[src/sv/rgbyuv_pkg.sv]
// Shared types and constants for the RGB to Y'CbCr 4:2:0 converter.
// Used by every converter module of the block; depends on nothing.

package rgbyuv_pkg;

    // Line geometry limits
    localparam int MAX_LINE_WIDTH   = 4096;
    localparam int MAX_FRAME_HEIGHT = 4096;
    localparam int COL_W            = $clog2(MAX_LINE_WIDTH);
    localparam int ROW_W            = $clog2(MAX_FRAME_HEIGHT);
    localparam int LINE_ENTRIES     = MAX_LINE_WIDTH / 2;
    localparam int LINE_AW          = COL_W - 1;

    // Configuration port
    localparam int CFG_W     = 13;
    localparam int CFG_IDX_W = 1;
    localparam logic [CFG_IDX_W-1:0] CFG_LINE_WIDTH   = 1'b0;
    localparam logic [CFG_IDX_W-1:0] CFG_FRAME_HEIGHT = 1'b1;
    localparam logic [CFG_W-1:0]     RST_LINE_WIDTH   = 13'd640;
    localparam logic [CFG_W-1:0]     RST_FRAME_HEIGHT = 13'd480;

    // Luma coefficients (13 fractional bits)
    localparam int Y_KR   = 2104;
    localparam int Y_KG   = 4130;
    localparam int Y_KB   = 802;
    localparam int Y_BIAS = 4096 + 131072;
    localparam int Y_MAX  = 235;

    // Chroma coefficients (13 fractional bits), signs applied in the datapath
    localparam int CB_KR  = 1214;
    localparam int CB_KG  = 2384;
    localparam int CB_KB  = 3598;
    localparam int CR_KR  = 3598;
    localparam int CR_KG  = 3013;
    localparam int CR_KB  = 585;
    localparam int C_BIAS = 4096 + 1048576;
    localparam int C_MIN  = 16;
    localparam int C_MAX  = 240;

    // One RGB pixel, red in the low byte
    typedef struct packed {
        logic [7:0] blue;
        logic [7:0] green;
        logic [7:0] red;
    } t_rgb;

    // Sums of two samples per component
    typedef struct packed {
        logic [8:0] red;
        logic [8:0] green;
        logic [8:0] blue;
    } t_sum3;

    // Per-pixel control that rides along the pipeline
    typedef struct packed {
        logic chroma;
        logic last;
    } t_pix_ctl;

endpackage

[src/sv/rgbyuv_calc.sv]
// Luma, block averages and Cb/Cr arithmetic over two register stages.
// Depends on rgbyuv_pkg.

module rgbyuv_calc (
    input  logic                 i_clk,
    input  logic                 i_adv,
    input  rgbyuv_pkg::t_rgb     i_pixel,
    input  rgbyuv_pkg::t_sum3    i_pair,
    input  rgbyuv_pkg::t_sum3    i_entry,
    input  rgbyuv_pkg::t_pix_ctl i_ctl,
    output logic [7:0]           o_luma,
    output logic                 o_chroma_valid,
    output logic [7:0]           o_chroma_blue,
    output logic [7:0]           o_chroma_red,
    output logic                 o_frame_last
);

    logic [20:0]          luma_sum;
    logic [7:0]           luma_val;
    logic [9:0]           blk_r;
    logic [9:0]           blk_g;
    logic [9:0]           blk_b;
    rgbyuv_pkg::t_rgb     avg;

    logic [7:0]           r_luma;
    rgbyuv_pkg::t_rgb     r_avg;
    rgbyuv_pkg::t_pix_ctl r_ctl;

    logic [21:0]          cb_sum;
    logic [21:0]          cr_sum;
    logic [8:0]           cb_raw;
    logic [8:0]           cr_raw;
    logic [7:0]           cb_val;
    logic [7:0]           cr_val;

    logic [7:0]           r_out_luma;
    logic                 r_out_valid;
    logic [7:0]           r_out_cb;
    logic [7:0]           r_out_cr;
    logic                 r_out_last;

    // Luma with upper clamp
    always_comb begin
        luma_sum = 21'(i_pixel.red)   * 21'(rgbyuv_pkg::Y_KR)
                 + 21'(i_pixel.green) * 21'(rgbyuv_pkg::Y_KG)
                 + 21'(i_pixel.blue)  * 21'(rgbyuv_pkg::Y_KB)
                 + 21'(rgbyuv_pkg::Y_BIAS);
        luma_val = luma_sum[20:13];
        if (luma_val > 8'(rgbyuv_pkg::Y_MAX)) begin
            luma_val = 8'(rgbyuv_pkg::Y_MAX);
        end
    end

    // Rounded 2x2 averages from this row's pair and the stored pair above
    always_comb begin
        blk_r = 10'(i_pair.red)   + 10'(i_entry.red)   + 10'd2;
        blk_g = 10'(i_pair.green) + 10'(i_entry.green) + 10'd2;
        blk_b = 10'(i_pair.blue)  + 10'(i_entry.blue)  + 10'd2;
        avg.red   = blk_r[9:2];
        avg.green = blk_g[9:2];
        avg.blue  = blk_b[9:2];
    end

    always_ff @(posedge i_clk) begin
        if (i_adv) begin
            r_luma <= luma_val;
            r_avg  <= avg;
            r_ctl  <= i_ctl;
        end
    end

    // Cb and Cr; the bias keeps both sums positive over all averages
    always_comb begin
        cb_sum = 22'(rgbyuv_pkg::C_BIAS) + 22'(r_avg.blue) * 22'(rgbyuv_pkg::CB_KB)
               - 22'(r_avg.red)   * 22'(rgbyuv_pkg::CB_KR)
               - 22'(r_avg.green) * 22'(rgbyuv_pkg::CB_KG);
        cr_sum = 22'(rgbyuv_pkg::C_BIAS) + 22'(r_avg.red) * 22'(rgbyuv_pkg::CR_KR)
               - 22'(r_avg.green) * 22'(rgbyuv_pkg::CR_KG)
               - 22'(r_avg.blue)  * 22'(rgbyuv_pkg::CR_KB);
        cb_raw = cb_sum[21:13];
        cr_raw = cr_sum[21:13];

        if (cb_raw < 9'(rgbyuv_pkg::C_MIN)) begin
            cb_val = 8'(rgbyuv_pkg::C_MIN);
        end else if (cb_raw > 9'(rgbyuv_pkg::C_MAX)) begin
            cb_val = 8'(rgbyuv_pkg::C_MAX);
        end else begin
            cb_val = cb_raw[7:0];
        end

        if (cr_raw < 9'(rgbyuv_pkg::C_MIN)) begin
            cr_val = 8'(rgbyuv_pkg::C_MIN);
        end else if (cr_raw > 9'(rgbyuv_pkg::C_MAX)) begin
            cr_val = 8'(rgbyuv_pkg::C_MAX);
        end else begin
            cr_val = cr_raw[7:0];
        end
    end

    // Result register; chroma reads zero outside block-completing pixels
    always_ff @(posedge i_clk) begin
        if (i_adv) begin
            r_out_luma  <= r_luma;
            r_out_valid <= r_ctl.chroma;
            r_out_cb    <= r_ctl.chroma ? cb_val : '0;
            r_out_cr    <= r_ctl.chroma ? cr_val : '0;
            r_out_last  <= r_ctl.last;
        end
    end

    assign o_luma         = r_out_luma;
    assign o_chroma_valid = r_out_valid;
    assign o_chroma_blue  = r_out_cb;
    assign o_chroma_red   = r_out_cr;
    assign o_frame_last   = r_out_last;

endmodule

[config.mk]
export PLATFORM = sky130hd
export DESIGN_NAME = rgbyuv_calc
export DESIGN_NICKNAME = d
export VERILOG_FILES = /design/src/sv/rgbyuv_pkg.sv /design/src/sv/rgbyuv_calc.sv
export SDC_FILE = /design/constraint.sdc
export NUM_CORES = 1
export LEC_CHECK = 0
export ABC_AREA = 1
export BUFFER_PORTS_ARGS = -buffer_cell sky130_fd_sc_hd__buf_4
export CORE_MARGIN = 3
export CORE_UTILIZATION = 41
export CTS_BUF_LIST = sky130_fd_sc_hd__clkbuf_16
export CTS_CLUSTER_SIZE = 8
export DETAILED_ROUTE_END_ITERATION = 12
export GPL_TIMING_DRIVEN = 0
export PLACE_DENSITY_LB_ADDON = 0.15
export SYNTH_ARGS = -nofsm -noshare
export SYNTH_HDL_FRONTEND = slang
export SYNTH_SLANG_ARGS = --single-unit
export TNS_END_PERCENT = 100
[constraint.sdc]
create_clock -name i_clk -period 6.4 [get_ports i_clk]
set_clock_uncertainty 0.15 [all_clocks]
set_input_delay 0.96 -clock i_clk [delete_from_list [all_inputs] [get_ports i_clk]]
set_output_delay 0.96 -clock i_clk [all_outputs]
set_load 0.01 [all_outputs]
==> out/results.ini, run 1 <==
[outcome]
status = finished with violations
violations = negative setup slack

[critical_path]
critical-path-max-stage-delay_ns = 0.65
slowest_stage = fa_2
crit_buf_inv = 8
ff2ff_path_depth = 35
critical_path_class = reg -> reg
r2r_slack_ns = -0.56
r2r_end = o_chroma_red[1]$_SDFFCE_PP0P_
path_delay_family = adder cells
cp_max_fo = 5
cpMostUsedCell = nand2_2
required_ns = 6.35
endpoint_kind = flop
startpoint = r_avg[5]$_DFFE_PP_
cp-start-kind = flop
cp.arrival_ns = 6.91
r2r_start = r_avg[5]$_DFFE_PP_

[route]
drtAntennaViolNets = 0
vias = 14126
drc = 0
avgViaCountPerCell = 4.73
drtIter0Drc = 532
wl_um = 42200
firstDrtPassIters = 5
avgRoutedWirePerCell_um = 14.1

[synthesis]
synth_top_area_frac = 0.310
syn-num-nets = 2913
synthArstFlopShare = 0
ys_warn_count = 0
yosysTopAreaCell = ha_1
synth_cell_types = 45
seq_area_frac_synth = 0.100
syn_inst = 2213
synth.cell_area_um2 = 17900
synth-edff-count = 60
synth_ff_type = edfxtp_1
synthTopCellsByArea = ha_1 31%, fa_1 19%, inv_1 12%
ys_ff_latch = 60
avgSynthCellArea_um2 = 8.11

[place]
pre_cts_ws_ns = -1.02
hpwl_um = 36300
gp_congestion = 0.891
portBuffers = 107

[timing]
fin_ws_ns = -0.561
fin_tns_setup_ns = -6.52
fin_crit_ns = 6.96
finalSetupViolCount = 16
rsz0062_at_grt = yes
finalCritPeriodShare = 1.09
slew_headroom = 0.413
slew_viol_final = 0
holdWs_ns = 0.267
worst_pin_slew_ns = 0.880
hold_viol_final = 0
fmax_mhz = 144

[floorplanning]
die_h_um = 215
io_pins = 108
die_width_um = 215
core_area_um2 = 43200
rows = 76
initial_core_util = 0.416
dieArea_um2 = 46300

[min_path]
hold_start = r_luma[3]$_SDFFCE_PN1P_
whs_path_depth = 0
hp-class = reg -> reg
holdPathEnd = o_luma[3]$_DFFE_PP_

[cells_and_area]
nNetsFinal = 3096
antenna_cells = 0
syn2layout_area_growth_pct = 20.8
drive_above_1_share = 0.188
num-fill-cells = 4203

[clock_tree]
cts_hold_buf = 0
cts_buffers = 9
cts_htree_levels = 3
clk_pin_slew_ns = 0.06
clkLatencyLatePin_ns = 0.37
cts_tree = built
cts.sinks = 60
cts_buffer_depth = 2
cts-root-buf = clkbuf_16

[grt]
grt_pass1_wl_um = 69200
grt-ovfl-total = 0
grt_pass1_vias = 14293
gr-usage-all-layers = 0.185
grt_max_degree = 61
antenna_found_initial = 0

[run]
maxCapViolCount = 0

## area by class of cell
class,count,area [um^2],share of cell area
Inverter,584,2200,0.101
Timing Repair Buffer,172,1310,0.0603
Buffer,4,35.0,0.00162
Sequential cell,60,1800,0.0831
Tap cell,585,732,0.0338
Multi-Input combinational cell,1565,15300,0.706
Clock inverter,6,80.1,0.00369
Clock buffer,9,225,0.0104
## sequential cells by signal, summed over array words and instances, names as in the netlist
register / flops
o_chroma_blue: 8
o_chroma_red: 8
o_chroma_valid: 1
o_frame_last: 1
o_luma: 8
r_avg: 24
r_ctl: 2
r_luma: 8
## worst register-to-register path: cells and delay by family (launching register included)
| family | cells | cell delay, ns |
|---|---|---|
| simple gates | 15 | 1.37 |
| xor+xnor | 1 | 0.14 |
| buf+inv | 8 | 0.58 |
| flops | 1 | 0.50 |
| fa+ha+maj | 10 | 3.72 |
| compound gates | 1 | 0.25 |
## kinds of logic after synthesis
group	after synthesis	synth area share
AO/OA/AOI/OAI	223	0.0693
XOR/XNOR	113	0.0556
adder cells (fa/ha/maj)	618	0.504
buffers and inverters	588	0.123
flip-flops	60	0.100
AND/OR/NAND/NOR	611	0.147
## per-stage QoR
step                      cells  area [um^2]  utilization
after detailed placement   2905        19800        0.459
after global placement     2905        19800        0.459
final                      2985        21700        0.502
after global routing       2985        21700        0.502
after floorplan            2213        18300            -
after CTS                  2969        21100        0.488
## cell usage in the layout (no fill, tap or decap), types with 18 or more instances in the layout
cell type  Yosys  final
inv_1        580    560
ha_1         444    393
nand2_1      356    319
fa_1         174    170
buf_4          1    168
a21oi_1      128     94
nor2_1       104     85
xor2_1        72     61
edfxtp_1      60     60
nand3_1       61     51
ha_4           0     48
nand2_2       14     37
xnor2_1       40     35
o21ai_0       46     34
a21oi_2        5     32
inv_2          3     22
nor2_2        10     22
nand4_1       18     18
## cells in the mapped netlist, types with 3 or more instances
| library cell | count |
|---|---|
| fa_1 | 174 |
| nor3_2 | 4 |
| o21bai_1 | 9 |
| nor3_1 | 17 |
| o21ai_1 | 4 |
| nand3_1 | 61 |
| and3_1 | 3 |
| nand3b_1 | 12 |
| o2111ai_1 | 3 |
| nand3_2 | 5 |
| a21boi_0 | 3 |
| a21oi_1 | 128 |
| inv_2 | 3 |
| nor2_2 | 10 |
| ha_1 | 444 |
| nand2_2 | 14 |
| xor2_1 | 72 |
| a21oi_2 | 5 |
| o21ai_0 | 46 |
| a21o_1 | 6 |
| o211ai_1 | 4 |
| inv_1 | 580 |
| nor2_1 | 104 |
| edfxtp_1 | 60 |
| o31ai_1 | 3 |
| a31oi_1 | 3 |
| nand4_1 | 18 |
| nand2_1 | 356 |
| xnor2_1 | 40 |
## worst max-delay path by stage
| stage | endpoint | slack [ns] | depth (start not counted) |
|---|---|---|---|
| finish | o_chroma_red[1]$_SDFFCE_PP0P_ | -0.56 | 35 |
| CTS | o_chroma_red[4]$_SDFFCE_PN0P_ | -0.51 | 36 |
| global placement | o_chroma_red[6]$_SDFFCE_PP0P_ | -1.02 | 32 |
| global route | o_chroma_red[1]$_SDFFCE_PP0P_ | -0.88 | 36 |
| detailed placement | o_chroma_red[6]$_SDFFCE_PP0P_ | -1.02 | 32 |
| floorplan | o_chroma_red[0]$_SDFFCE_PP0P_ | -0.14 | 31 |
## what timing repair did
action,CTS,global route
resized for setup,110,95
setup buffers,49,16
pin swaps,98,89
setup endpoints to repair,21,24
## layer usage
metal | routed length [um] | GRT usage | vias to the layer above
met5 | 0 | 0 | -
met4 | 555 | 0.0432 | 0
met3 | 1300 | 0.0298 | 20
met2 | 20000 | 0.317 | 157
met1 | 20300 | 0.245 | 6639
li1 | - | - | 7310
Power of run 1 is not shown: default switching activity piles up to over one toggle a cycle in this logic, so the estimate is an artifact.
==> run 2, diff against run 1 <==
- BUFFER_PORTS_ARGS: -buffer_cell sky130_fd_sc_hd__buf_4 -> default
- CORE_ASPECT_RATIO: default -> 1.2
- DONT_BUFFER_PORTS: default -> 1
==> out/results.ini, run 2 (synthesized netlist as in run 1, its figures left out) <==
[place]
pre_cts_ws_ns = -1.22  ; -0.209 ns
hpwl_um = 37400  ; +2.8%
gp_congestion = 0.911  ; +2.2%
dpl_cell_area_um2 = 19000  ; -4.3%
post-place-cells = 2765  ; -4.8%
portBuffers = 0  ; -100%

[critical_path]
cp.arrival_ns = 6.85  ; -0.06 ns
slowest_stage = fa_2
cp_max_fo = 6  ; +1
cpMostUsedCell = ha_4
endpoint_kind = flop
critical-path-max-stage-delay_ns = 0.63  ; -0.02 ns
required_ns = 6.35  ; about the same
cp-start-kind = flop
critical_path_class = reg -> reg

[clock_tree]
cts.sinks = 60  ; unchanged
cts_buffer_depth = 2  ; unchanged
clk_pin_slew_ns = 0.06  ; about the same
cts_hold_buf = 0  ; unchanged
cts-root-buf = clkbuf_16
cts_buffers = 9  ; unchanged
cts_tree = built
cts_htree_levels = 3  ; unchanged
clkLatencyLatePin_ns = 0.36  ; about the same

[route]
drtIter0Drc = 384  ; -28%
wl_um = 43700  ; +3.8%
firstDrtPassIters = 5  ; unchanged
drtAntennaViolNets = 0  ; unchanged
drc = 0  ; unchanged
met1Wirelength_um = 17100  ; -16%
wl_met3_um = 755  ; -42%
dr_wl_met2_um = 24200  ; +21%
vias = 14207  ; +0.57%
dr.max_layer_used = met4
avgRoutedWirePerCell_um = 15.3  ; +8.1%
avgViaCountPerCell = 4.96  ; +4.7%

[timing]
fin_ws_ns = -0.501  ; +0.0592 ns
fmax_mhz = 145  ; +0.86%
slew_viol_final = 0  ; unchanged
fin_crit_ns = 6.90  ; -0.0592 ns
finalSetupViolCount = 16  ; unchanged
finalCritPeriodShare = 1.08  ; -0.00925
worst_pin_slew_ns = 0.546  ; -0.334 ns
hold_viol_final = 0  ; unchanged
slew_headroom = 0.636  ; +0.223
rsz0062_at_grt = yes

[cells_and_area]
regMostFlops = r_avg
layout_commonest_cell = inv_1
antenna_cells = 0  ; unchanged
layout_common_cells = 545 x inv_1, 379 x ha_1, 299 x nand2_1, 168 x fa_1, 91 x a21oi_1
finalInstanceArea_um2 = 21500  ; -0.66%
nNetsFinal = 3010  ; -2.8%
drive_above_1_share = 0.183  ; -0.00427
largest_reg_flops = 24  ; unchanged
syn2layout_area_growth_pct = 20.1
num-fill-cells = 4078  ; -3.0%
instances_no_fill = 2866  ; -4.0%
fin_util = 0.501  ; -0.00124

[grt]
grt_max_degree = 61  ; unchanged
grt_pass1_vias = 15154  ; +6.0%
antenna_found_initial = 0  ; unchanged
grt_pass1_wl_um = 71400  ; +3.2%
gr-usage-all-layers = 0.192  ; +0.00697
grt-ovfl-total = 0  ; unchanged

[floorplanning]
die_width_um = 197  ; -8.5%
core_area_um2 = 43000  ; -0.41%
die_h_um = 235  ; +9.3%
rows = 83  ; +9.2%
io_pins = 108  ; unchanged
initial_core_util = 0.417  ; +0.00172
dieArea_um2 = 46300  ; about the same

[outcome]
violations = negative setup slack
status = finished with violations

[min_path]
hp-class = reg -> reg

[run]
maxCapViolCount = 0  ; unchanged

run 2: through the flow:
| step | hold WS [ns] | setup TNS (ns) |
|---|---|---|
| final | 0.270 | -6.17 |
| after global routing | 0.270 | -10.62 |
| after CTS | 0.268 | -6.84 |
| after detailed placement | 0.255 | -17.04 |
| after global placement | 0.251 | -15.78 |
| after floorplan | 0.250 | -0.894 |
run 2: area by class of cell:
class | instances | area [um^2] | share of cell area
flip-flops and latches | 60 | 1800 | 0.0837
repair buffers | 87 | 724 | 0.0336
clock inverters | 6 | 80.1 | 0.00372
multi-input cells | 1565 | 15800 | 0.733
well taps | 552 | 691 | 0.0321
inverters | 584 | 2210 | 0.103
plain buffers | 3 | 21.3 | 0.000988
clock buffers | 9 | 225 | 0.0105
run 2: per-layer routing:
metal | GRT usage | up-vias
met2 | 0.385 | 188
met3 | 0.0173 | 75
met4 | 0.0709 | 0
met1 | 0.204 | 6788
li1 | - | 7156
met5 | 0 | -
run 2: worst paths after layout:
| kind | start | end | slack (ns) | cells after the start |
|---|---|---|---|---|
| min | r_luma[3]$_SDFFCE_PN1P_ | o_luma[3]$_DFFE_PP_ | 0.27 | 0 |
| min reg2reg | r_luma[3]$_SDFFCE_PN1P_ | o_luma[3]$_DFFE_PP_ | 0.27 | 0 |
| max reg2reg | r_avg[5]$_DFFE_PP_ | o_chroma_red[0]$_SDFFCE_PP0P_ | -0.50 | 34 |
| max | r_avg[5]$_DFFE_PP_ | o_chroma_red[0]$_SDFFCE_PP0P_ | -0.50 | 34 |
run 2: critical path: cells and delay by family (launching register included):
family | cells | cell delay, ns
flops | 1 | 0.48
buf+inv | 6 | 0.53
xor+xnor | 1 | 0.15
compound gates | 4 | 0.82
fa+ha+maj | 10 | 3.34
simple gates | 13 | 1.15
run 2: repair_timing:
action / 4_1_cts / 5_1_grt
resized for setup: 128 / 185
setup buffers: 51 / 39
pin swaps: 60 / 118
setup endpoints to repair: 16 / 24
Power of run 2 is left out for the same reason.
==> run 3, diff against run 2 <==
- MAX_ROUTING_LAYER: default -> met4
==> out/results.ini, run 3 (synthesized netlist as in run 1, its figures left out) <==
[route]
dr_wl_met2_um = 24300  ; +0.14%
dr.max_layer_used = met4
firstDrtPassIters = 5  ; unchanged
drc = 0  ; unchanged
met1Wirelength_um = 17100  ; about the same
wl_um = 43600  ; -0.22%
wl_met3_um = 786  ; +4.1%
drtAntennaViolNets = 0  ; unchanged
avgRoutedWirePerCell_um = 15.2  ; -0.18%
drtIter0Drc = 385  ; +0.26%
avgViaCountPerCell = 4.94  ; -0.33%
vias = 14155  ; -0.37%

[cells_and_area]
largest_reg_flops = 24  ; unchanged
layout_commonest_cell = inv_1
nNetsFinal = 3009  ; -0.033%
drive_above_1_share = 0.185  ; +0.00181
layout_common_cells = 553 x inv_1, 375 x ha_1, 301 x nand2_1, 168 x fa_1, 94 x a21oi_1
antenna_cells = 0  ; unchanged
instances_no_fill = 2865  ; -0.035%
regMostFlops = r_avg
num-fill-cells = 4121  ; +1.1%
syn2layout_area_growth_pct = 20.4

[floorplanning]
die_width_um = 197  ; unchanged
initial_core_util = 0.417  ; unchanged
io_pins = 108  ; unchanged
die_h_um = 235  ; unchanged
dieArea_um2 = 46300  ; unchanged
rows = 83  ; unchanged
core_area_um2 = 43000  ; unchanged

[outcome]
violations = negative setup slack
status = finished with violations

[clock_tree]
clk_pin_slew_ns = 0.05  ; about the same
cts_htree_levels = 3  ; unchanged
clkLatencyLatePin_ns = 0.35  ; about the same
cts_buffers = 9  ; unchanged
cts_tree = built
cts.sinks = 60  ; unchanged
cts_buffer_depth = 2  ; unchanged
cts-root-buf = clkbuf_16

[timing]
hold_viol_final = 0  ; unchanged
worst_pin_slew_ns = 0.534  ; -0.0127 ns
finalCritPeriodShare = 1.09  ; +0.0112
slew_headroom = 0.644  ; +0.00845
fin_crit_ns = 6.97  ; +0.0718 ns
fmax_mhz = 143  ; -1.0%
fin_ws_ns = -0.573  ; -0.0718 ns
fin_tns_setup_ns = -6.66  ; -0.482 ns
rsz0062_at_grt = yes
slew_viol_final = 0  ; unchanged
finalSetupViolCount = 16  ; unchanged

[grt]
grt_pass1_vias = 15159  ; +0.033%
antenna_found_initial = 0  ; unchanged
grt_pass1_wl_um = 71200  ; -0.28%
grt-ovfl-total = 0  ; unchanged
grt_max_degree = 61  ; unchanged
gr-usage-all-layers = 0.196  ; +0.00408

[place]
post-place-cells = 2765  ; unchanged
gp_congestion = 0.937  ; +2.8%
portBuffers = 0  ; unchanged
pre_cts_ws_ns = -1.21  ; +0.0170 ns
hpwl_um = 37100  ; -0.71%

[critical_path]
r2r_end = o_chroma_red[0]$_SDFFCE_PP0P_
cp-start-kind = flop
critical-path-max-stage-delay_ns = 0.65  ; +0.02 ns
ff2ff_path_depth = 34  ; unchanged
critical_path_class = reg -> reg
r2r_start = r_avg[5]$_DFFE_PP_
r2r_slack_ns = -0.57  ; -0.07 ns
endpoint_kind = flop
cp.arrival_ns = 6.92  ; +0.07 ns
cpMostUsedCell = inv_2
slowest_stage = fa_2
cp_max_fo = 6  ; unchanged
required_ns = 6.35  ; about the same

[min_path]
hp-class = reg -> reg
hold_start = r_luma[2]$_SDFFCE_PN0P_
holdPathEnd = o_luma[2]$_DFFE_PP_
whs_path_depth = 0  ; unchanged

[run]
maxCapViolCount = 0  ; unchanged

==> run 3: how the worst max path moves through the flow <==
| stage | from | to | slack [ns] | depth (start not counted) |
|---|---|---|---|---|
| after floorplan | r_avg[6]$_DFFE_PP_ | o_chroma_red[0]$_SDFFCE_PP0P_ | -0.14 | 31 |
| after global placement | r_avg[0]$_DFFE_PP_ | o_chroma_red[0]$_SDFFCE_PP0P_ | -1.13 | 35 |
| after detailed placement | r_avg[0]$_DFFE_PP_ | o_chroma_red[0]$_SDFFCE_PP0P_ | -1.21 | 35 |
| after CTS | r_avg[6]$_DFFE_PP_ | o_chroma_red[0]$_SDFFCE_PP0P_ | -0.61 | 33 |
| after global routing | r_avg[5]$_DFFE_PP_ | o_chroma_red[0]$_SDFFCE_PP0P_ | -0.85 | 35 |
| final | r_avg[5]$_DFFE_PP_ | o_chroma_red[0]$_SDFFCE_PP0P_ | -0.57 | 34 |
==> run 3: worst max-delay path: cells and delay by family, from the launching register on <==
family / cells / cell delay, ns
DFF: 1 / 0.45
buffers and inverters: 9 / 0.59
AOI/OAI and AO/OA: 4 / 0.73
adders and majority gates: 10 / 3.68
and+or+nand+nor: 10 / 0.89
xor gates and xnor gates: 1 / 0.22
==> run 3: repair_timing <==
| item | CTS | global route |
|---|---|---|
| pin swaps | 56 | 106 |
| gates resized for setup | 111 | 209 |
| hold buffers | 0 | 0 |
| endpoints found under the setup margin | 16 | 23 |
| buffers inserted | 41 | 51 |
| cloned | 0 | 0 |
==> run 3: area by class of cell <==
type,count,area (um^2),area share
plain buffers,3,21.3,0.000985
multi-input cells,1565,15900,0.735
repair buffers,86,704,0.0326
well taps,552,691,0.0320
flip-flops and latches,60,1800,0.0834
clock buffers,9,225,0.0104
clock inverters,6,80.1,0.00371
inverters,584,2200,0.102
==> run 3: through the flow <==
step                      instance area, um^2  hold slack [ns]   util
after floorplan                         18300            0.250      -
after global placement                  19000            0.251  0.441
after detailed placement                19000            0.255  0.441
after CTS                               20200            0.268  0.470
after global routing                    21600            0.273  0.503
final                                   21600            0.265  0.503
==> run 3: routing by layer <==
layer	global-route usage	vias up
met1	0.203	6774
met2	0.378	173
met4	0.0735	0
met5	-	-
li1	-	7139
met3	0.0190	69
Power of run 3 is left out for the same reason.
